--- src/hw/rtl/cldr_ram.sv ---
module cldr_ram #(
    parameter int WIDTH = 16,
    parameter int DEPTH = 16
) (
    input  logic                                         clk,
    input  logic                                         we,
    input  logic [((DEPTH > 1) ? $clog2(DEPTH) : 1)-1:0] addr,
    input  logic [WIDTH-1:0]                             wdata,
    output logic [WIDTH-1:0]                             rdata
);
    logic [WIDTH-1:0] mem [DEPTH];

    always_ff @(posedge clk)
    begin
        if (we)
        begin
            mem[addr] <= wdata;
        end
        rdata <= mem[addr];
    end
endmodule

--- config.mk ---
export PLATFORM = sky130hd
export DESIGN_NAME = cldr_ram
export DESIGN_NICKNAME = d
export VERILOG_FILES = /design/src/hw/rtl/cldr_ram.sv
export SDC_FILE = /design/constraint.sdc
export NUM_CORES = 1
export LEC_CHECK = 0
export BUFFER_PORTS_ARGS = -buffer_cell sky130_fd_sc_hd__buf_2
export CAP_MARGIN = 10
export CORE_MARGIN = 4
export CORE_UTILIZATION = 45
export CTS_BUF_LIST = sky130_fd_sc_hd__clkbuf_16
export CTS_CLUSTER_SIZE = 40
export DETAILED_ROUTE_END_ITERATION = 7
export MAX_ROUTING_LAYER = met4
export PLACE_DENSITY_LB_ADDON = 0.1
export SETUP_SLACK_MARGIN = 0.3
export SLEW_MARGIN = 20
export SYNTH_ARGS = -nofsm -noshare
export SYNTH_HDL_FRONTEND = slang
export SYNTH_SLANG_ARGS = --single-unit
export TNS_END_PERCENT = 20
--- constraint.sdc ---
create_clock -name clk -period 4.8 [get_ports clk]
set_input_delay 0.72 -clock clk [delete_from_list [all_inputs] [get_ports clk]]
set_output_delay 0.72 -clock clk [all_outputs]
set_load 0.05 [all_outputs]
==> results.txt <==
Power Density - 430 nW/um^2
IO Count - 38
Iter 0 DRT Violations - 366
Via count - 4,557
Delay-heaviest family, CP - buffers and inverters
Die area - 24,700 sq um
Max Freq - 381 MHz
Slew headroom - 0.261
Ys Warns - 0
Final worst-path cycle share - 0.547
Hold_buf cts - 0
Vias in the first global route - 4,793
Final GP Congestion - 0.718
N_diodes - 0
Area contributors post-synth - edfxtp_1, mux4_2, dfxtp_1
RSZ-0062 raised after global routing - false
Die Span X - 157 um
WHS - 557 ps
Setup Viol. Count Final - 0
Outcome - complete, no violations
CTS HTree Levels - 1
Number of instances in the synthesized netlist - 434
TritonCTS Sinks - 272
Synth Cell Area - 10,000 sq um
Clk root buf - clkbuf_16
Crit-path most repeated cell - buf_4
Total congestion overflow - 0
Final Hold Fails - 0
Register area share after synthesis - 0.799
GRT Total Usage - 0.177
Clock Skew - 12.3 ps
Post-CTS setup buffers - 0
Peak VDD IR - 0.000395 V
Synth top area share - 0.767
First-pass GRT wire length - 31.1 mm
Row count - 54
Antenna Nets Post-Route - 0
Routed wire length - 20.5 mm
CP endpoint kind - flop
Critical path type - in2reg
Wirelength per Cell - 25.7 um
Vias per cell - 5.72
Drt drc - 0
Final Util - 0.524
CTS tree - done
Yosys cell types - 18
Crit path DAT - 3030 ps
Crit path buf inv count - 2
Setup TNS Final - 0 ps
CP Cell Sequence - buf_4, buf_4, mux4_2, a22oi_1, nand2_1
Max FO, Critical Path - 39
Slowest CP cell - buf_4
#FFs+latches synth - 272
Worst Setup Start Kind - input port
Worst-margin pin slew - 1100 ps
CTS resizes - 0
Maxcap violations - 0
Clk_lat worst skew - 530 ps
Nets@finish - 516
Area grow syn2layout - 14.4%
Maximum buffer depth of the clock tree - 3
1st-pass router iterations - 5
Final Max Slew Viols - 0
Core box area - 21,900 sq um
Post-synth top area cell - edfxtp_1
Final HPWL DP - 11.7 mm
Initial antenna violation count - 0
CTS Buf Count - 28
Die height - 157 um
Starting Density - 0.458
Port bufs - 37
Net count after synthesis - 456
Worst Hold Class - in2reg
CP required - 5200 ps
Layout cells sized above 1 - 0.328
Largest net degree at the start of global routing - 40
Syn Area/Cell - 23.1 sq um
Clk slew on worst S/H paths - 60 ps
CP max stage delay - 690 ps
Final worst path period need - 2620 ps
Pleak - 3.72 nW
[power breakdown]
part | internal (mW) | switching, mW | total, mW | leakage, nW
Combinational | 0.0947 | 0.191 | 0.285 | 0.826
Clock | 1.14 | 0.842 | 1.98 | 0.446
Sequential | 2.66 | 0.0139 | 2.67 | 2.45
[kinds of logic (layout without fill, tap and decap cells)]
kind of cell	after synthesis	in the layout	synth area share
mux	64	64	0.145
compound gates	32	32	0.0240
buf+inv	23	105	0.0134
flops	272	272	0.799
simple gates	43	43	0.0192
[state kept, by name, summed over array words and instances, names as in the netlist]
signal  count
rdata      16
mem       256
[layout make-up]
class                           instances  area [sq um]
Fill cell                            1732         10400
Sequential cell                       272          8010
Multi-Input combinational cell        139          1950
Clock buffer                           29           726
Tap cell                              280           350
Timing Repair Buffer                   53           308
Clock inverter                         23           125
[path summary, 6_finish.rpt]
| path | start | endpoint | slack (ps) | depth (start not counted) |
|---|---|---|---|---|
| max | addr[0] | rdata[3] | 2180 | 5 |
| min | wdata[10] | mem[14][10] | 560 | 1 |
| max reg2reg | mem[1][1] | rdata[1] | 3380 | 3 |
| min reg2reg | mem[14][12] | rdata[12] | 670 | 3 |
[stage by stage]
stage          instances  setup slack [ps]  power [mW]  area (sq um)
6_report             796              2180        4.94         11500
3_3_place_gp         744              1540        3.00         10600
2_1_floorplan        434              2020        2.91         10000
5_1_grt              796              1960        5.11         11500
4_1_cts              796              2130        4.99         11500
3_5_place_dp         744              1560        3.01         10600
[synth_stat cells (all sizes together)]
library cell,count
edfxtp,256
mux4,64
a22oi,32
nand2,17
dfxtp,16
clkbuf,14
nor2,13
buf,9
nor3,4
nand2b,2
nand3b,2
nor2b,2
and2,1
nand3,1
or3b,1
[cells in the final DEF (no fill, tap or decap)]
cell / count
mux4_2: 62
nand2b_1: 2
edfxtp_1: 256
nor3_2: 4
mux4_1: 2
nand2_1: 17
bufinv_16: 1
nor2_1: 1
nand3_1: 1
clkinv_2: 4
nor2b_2: 2
clkbuf_16: 29
and2_1: 1
dfxtp_1: 16
clkinv_1: 10
inv_1: 7
inv_8: 1
buf_4: 17
buf_2: 36
nor2_4: 3
a22oi_1: 32
nor2_2: 9
or3b_2: 1
nand3b_1: 2
[per-layer routing]
metal	routed length [um]	track usage	vias to the layer above	share of wire
met5	0	-	-	0
met4	477	0.0406	0	0.023
met3	974	0.0269	38	0.048
met2	9720	0.265	121	0.48
met1	9290	0.262	2436	0.45
li1	-	-	1962	-
Note: power is estimated with default switching activity, not from simulation.
