File: config.mk
export PLATFORM = sky130hd
export DESIGN_NAME = cldr_mac
export DESIGN_NICKNAME = d
export VERILOG_FILES = /design/src/hw/rtl/cldr_pkg.sv /design/src/hw/rtl/cldr_mac.sv
export SDC_FILE = /design/constraint.sdc
export NUM_CORES = 2
export LEC_CHECK = 0
export ABC_AREA = 1
export BUFFER_PORTS_ARGS = -buffer_cell sky130_fd_sc_hd__buf_4
export CORE_MARGIN = 2
export CORE_UTILIZATION = 45
export CTS_CLUSTER_DIAMETER = 60
export DETAILED_ROUTE_END_ITERATION = 10
export GPL_TIMING_DRIVEN = 0
export PLACE_DENSITY = 0.71
export SLEW_MARGIN = 20
export SYNTH_ARGS = -nofsm -noshare
export SYNTH_HDL_FRONTEND = slang
export SYNTH_SLANG_ARGS = --single-unit
export TNS_END_PERCENT = 30
File: constraint.sdc
create_clock -name clk -period 6.95 [get_ports clk]
set_input_delay 1.0425 -clock clk [delete_from_list [all_inputs] [get_ports clk]]
set_output_delay 1.0425 -clock clk [all_outputs]
set_load 0.01 [all_outputs]
File: src/hw/rtl/cldr_pkg.sv
package cldr_pkg;

    localparam logic [1:0] REQ_WEIGHT  = 2'd0;
    localparam logic [1:0] REQ_BIAS    = 2'd1;
    localparam logic [1:0] REQ_PIXEL   = 2'd2;
    localparam logic [1:0] REQ_COMPUTE = 2'd3;

    localparam logic [2:0] REG_IN_HEIGHT   = 3'd0;
    localparam logic [2:0] REG_IN_WIDTH    = 3'd1;
    localparam logic [2:0] REG_IN_DEPTH    = 3'd2;
    localparam logic [2:0] REG_KERN_HEIGHT = 3'd3;
    localparam logic [2:0] REG_KERN_WIDTH  = 3'd4;
    localparam logic [2:0] REG_PAD_WIDTH   = 3'd5;
    localparam logic [2:0] REG_STRIDE_STEP = 3'd6;
    localparam logic [2:0] REG_LEAK_SLOPE  = 3'd7;

    localparam int ACC_W    = 40;
    localparam int SCALED_W = 48;

    typedef struct packed {
        logic bias_load;
        logic rd_valid;
        logic act_mul;
        logic act_rnd;
    } dp_ctrl_t;

endpackage

File: src/hw/rtl/cldr_mac.sv
module cldr_mac (
    input  logic               clk,
    input  logic               rst_n,
    input  cldr_pkg::dp_ctrl_t ctrl,
    input  logic signed [15:0] bias_data,
    input  logic signed [15:0] img_data,
    input  logic signed [15:0] wgt_data,
    input  logic [7:0]         slope,
    output logic signed [15:0] result
);
    logic signed [31:0]                   prod_reg;
    logic                                 prod_valid_reg;
    logic signed [cldr_pkg::ACC_W-1:0]    acc_reg;
    logic signed [cldr_pkg::SCALED_W-1:0] scaled_reg;
    logic signed [cldr_pkg::SCALED_W-1:0] rounded;
    logic signed [cldr_pkg::SCALED_W-1:0] leak_prod;
    logic signed [8:0]                    slope_s;
    logic signed [15:0]                   result_reg;

    assign slope_s = $signed({1'b0, slope});
    assign leak_prod = cldr_pkg::SCALED_W'(acc_reg) * cldr_pkg::SCALED_W'(slope_s);
    // Q24.24 to Q8.8, ties toward plus infinity
    assign rounded = (scaled_reg + cldr_pkg::SCALED_W'(32768)) >>> 16;

    always_ff @(posedge clk or negedge rst_n)
    begin
        if (!rst_n)
        begin
            prod_valid_reg <= 1'b0;
        end
        else
        begin
            prod_valid_reg <= ctrl.rd_valid;
        end
    end

    always_ff @(posedge clk)
    begin
        if (ctrl.rd_valid)
        begin
            prod_reg <= img_data * wgt_data;
        end
        if (ctrl.bias_load)
        begin
            acc_reg <= cldr_pkg::ACC_W'($signed({bias_data, 8'b0}));
        end
        else if (prod_valid_reg)
        begin
            acc_reg <= acc_reg + cldr_pkg::ACC_W'(prod_reg);
        end
        if (ctrl.act_mul)
        begin
            if (acc_reg[cldr_pkg::ACC_W-1])
            begin
                scaled_reg <= leak_prod;
            end
            else
            begin
                scaled_reg <= cldr_pkg::SCALED_W'(acc_reg) <<< 8;
            end
        end
        if (ctrl.act_rnd)
        begin
            if (rounded > cldr_pkg::SCALED_W'(32767))
            begin
                result_reg <= 16'sh7FFF;
            end
            else if (rounded < -cldr_pkg::SCALED_W'(32768))
            begin
                result_reg <= -16'sh8000;
            end
            else
            begin
                result_reg <= rounded[15:0];
            end
        end
    end

    assign result = result_reg;
endmodule

==> reports/metrics.yaml <==
worst_setup_path:
  cpMostUsedCell: "fa_1"
  path_max_fanout: 10
  start_kind: "input port"
  end_kind: "flip-flop"
  path_cells: "clkbuf_1 > clkbuf_2 > nand2_1 > fa_1 > inv_1 > fa_1 > fa_1 > fa_1 > fa_1 > inv_1 > fa_1 > inv_1 > ha_1 > a21oi_1 > o21ai_0 > a21oi_1 > nand3_1 > a21o_1 > nand2_1 > nand2_1 > nand2_1 > nand2_1"
  worstPathRequired_ns: 7.16
  worstPathBufferInverterCount: 5
  slowest_stage: "fa_1"
  critical-path-top-delay-family: "adder cells"
  arrival_ns: 6.99
  criticalPathCategory: "in -> reg"
  slowest_delay_ns: 0.56
floorplan:
  boundaryPins: 78
  dieArea_um2: 69720
  initial_core_util_pct: 45.39
  die_w_um: 264.0
  coreArea_um2: 67040
  dieHeight_um: 264.0
  placementRows: 95
clocking:
  clkTransAtPathRegs_ns: 0.08
  clock_path_buffers: 2
  h-tree-depth: 4
  root_buffer: "clkbuf_16"
  clock_latency_ns: 0.46
  cts_buffers: 17
  cts.sinks: 122
  tritoncts: "built"
final_layout:
  final_cells: 5139
  largest_reg_flops: 40
  drive_gt1_share_pct: 4.104
  finalNetCount: 5032
  area_growth_pct: 6.998
routing:
  finalWirelength_mm: 87.32
  viasPerCell: 5.103
  drc: 0
  drt-wirelength-per-cell_um: 16.99
  vias: 26220
  drtAntennaViolNets: 0
  first_iter_violations: 1936
  first_pass_iters: 5
synth:
  synth.most_common_cell: "inv_1"
  yosysSeqAreaShare_pct: 11.76
  yosysTopAreaCellShare_pct: 33.29
  yosys.area.top_type: "fa_1"
  synth_ff_type: "edfxtp_1"
  synth_seq_cells: 122
  syn_avg_cell_area_um2: 7.273
  synth-compound-area-share_pct: 6.641
  yosys.area_share.simple_pct: 21.34
  synthAdderAreaFrac_pct: 42.05
  syn_area_um2: 30430
  synth_top_family_by_area: "adder cells"
  syn_inst: 4184
  synthTopCellsByArea: "fa_1, inv_1, nand2_1"
  synth-xor-area-share_pct: 2.072
  synthArstFlopShare_pct: 0.8197
  yosysUniqueCellTypes: 43
  ys_top_cells_by_count: "inv_1, nand2_1, fa_1"
  synth_warnings: 0
  synth_nets: 4965
  muxShareOfSynthArea_pct: 0
  synth_edf_count: 113
global_route:
  grt_start_max_net_pins: 34
  grt_usage_pct: 25.92
  met3_usage_pct: 4.940
  busiest_layer: "met2"
  grt_antenna_before_repair: 2
  grt_pass1_vias: 27060
  grt_pass1_wl_mm: 142.3
  use_met2_pct: 42.25
  grt.met1_usage_pct: 35.70
  overflow: 0
timing:
  fin_crit_ns: 6.788
  finalSetupViolCount: 0
  fin_skew_ns: 0.01969
  maxSlewHeadroom_pct: 39.80
  setup_tns_ns: 0
  grt_setup_unrepaired: "yes"
  hold_viol_final: 0
  slew_viol_final: 0
  finalCritPeriodShare_pct: 97.67
  max_freq_ghz: 0.1473
  worstMarginPinSlew_ns: 0.9030
status:
  status: "finished clean"
min_path:
  hold_class: "in -> async"
placement:
  dp_hpwl_mm: 74.43
  gp_routability_congestion: 0.9934
  port_buffers: 45
  dp_cells: 5103
run:
  drv_cap: 0
-- placed cells by master (no fill, tap or decap), types with 103 or more instances in the layout --
master	netlist	layout
nor2_1	281	281
nand3_1	120	120
edfxtp_1	113	113
o21ai_0	133	132
a21oi_1	153	153
fa_1	506	504
ha_1	213	213
nand2_1	1089	1089
clkbuf_1	134	103
inv_1	1152	1152
-- per-stage QoR --
| stage | setup WS (ns) | hold WS (ns) | utilization [%] | instance area (um2) |
|---|---|---|---|---|
| floorplan | 0.4018 | 0.5172 | - | 30430 |
| global placement | -0.7526 | 0.5284 | 47.52 | 31860 |
| detailed placement | -0.8490 | 0.5562 | 47.57 | 31890 |
| CTS | 0.003584 | 0.3374 | 48.49 | 32510 |
| global route | -0.03511 | 0.3306 | 48.56 | 32560 |
| finish | 0.1621 | 0.3425 | 48.57 | 32560 |
-- cells by family (layout without fill, tap and decap cells) --
group / after synthesis / count (layout)
simple gates: 1601 / 1601
buf+inv: 1301 / 1381
fa+ha+maj: 719 / 719
compound gates: 369 / 369
flops: 122 / 122
xor+xnor: 72 / 72
other cells: 0 / 2
-- layer usage --
layer	part of all wire [%]	vias up
li1	-	12420
met4	2.5	2
met5	0.015	-
met3	8.7	122
met2	46	968
met1	43	12710
-- cell type report --
class	count	area (um2)
Fill cell	6728	34480
Multi-Input combinational cell	2761	21950
Inverter	1155	4335
Sequential cell	122	3578
Tap cell	873	1092
Buffer	146	618.1
Clock buffer	17	425.4
Timing Repair Buffer	48	380.4
Clock inverter	15	175.2
Antenna cell	2	5.005
-- repair_timing --
action / in CTS / in global routing
setup buffers: 0 / 2
pin swaps: 0 / 1
endpoints found under the setup margin: 6 / 11
hold buffers: 0 / 0
gates resized for setup: 13 / 41
-- final timing paths --
kind | end | start | slack (ns) | cells past startpoint
max in group asynchronous | prod_valid_reg$_DFF_PN0_ | rst_n | 6.53 | 1
min in group clk | acc_reg[0]$_SDFFE_PP0P_ | prod_valid_reg$_DFF_PN0_ | 0.57 | 2
hold reg to reg | acc_reg[0]$_SDFFE_PP0P_ | prod_valid_reg$_DFF_PN0_ | 0.57 | 2
setup reg to reg | scaled_reg[42]$_DFFE_PP_ | acc_reg[39]$_DFFE_PP_ | 1.09 | 20
hold / removal | prod_valid_reg$_DFF_PN0_ | rst_n | 0.34 | 1
setup / recovery | prod_reg[27]$_DFFE_PP_ | wgt_data[10] | 0.16 | 22
Power is not shown: default switching activity piles up to over one toggle a cycle in this logic, so the estimate is an artifact.
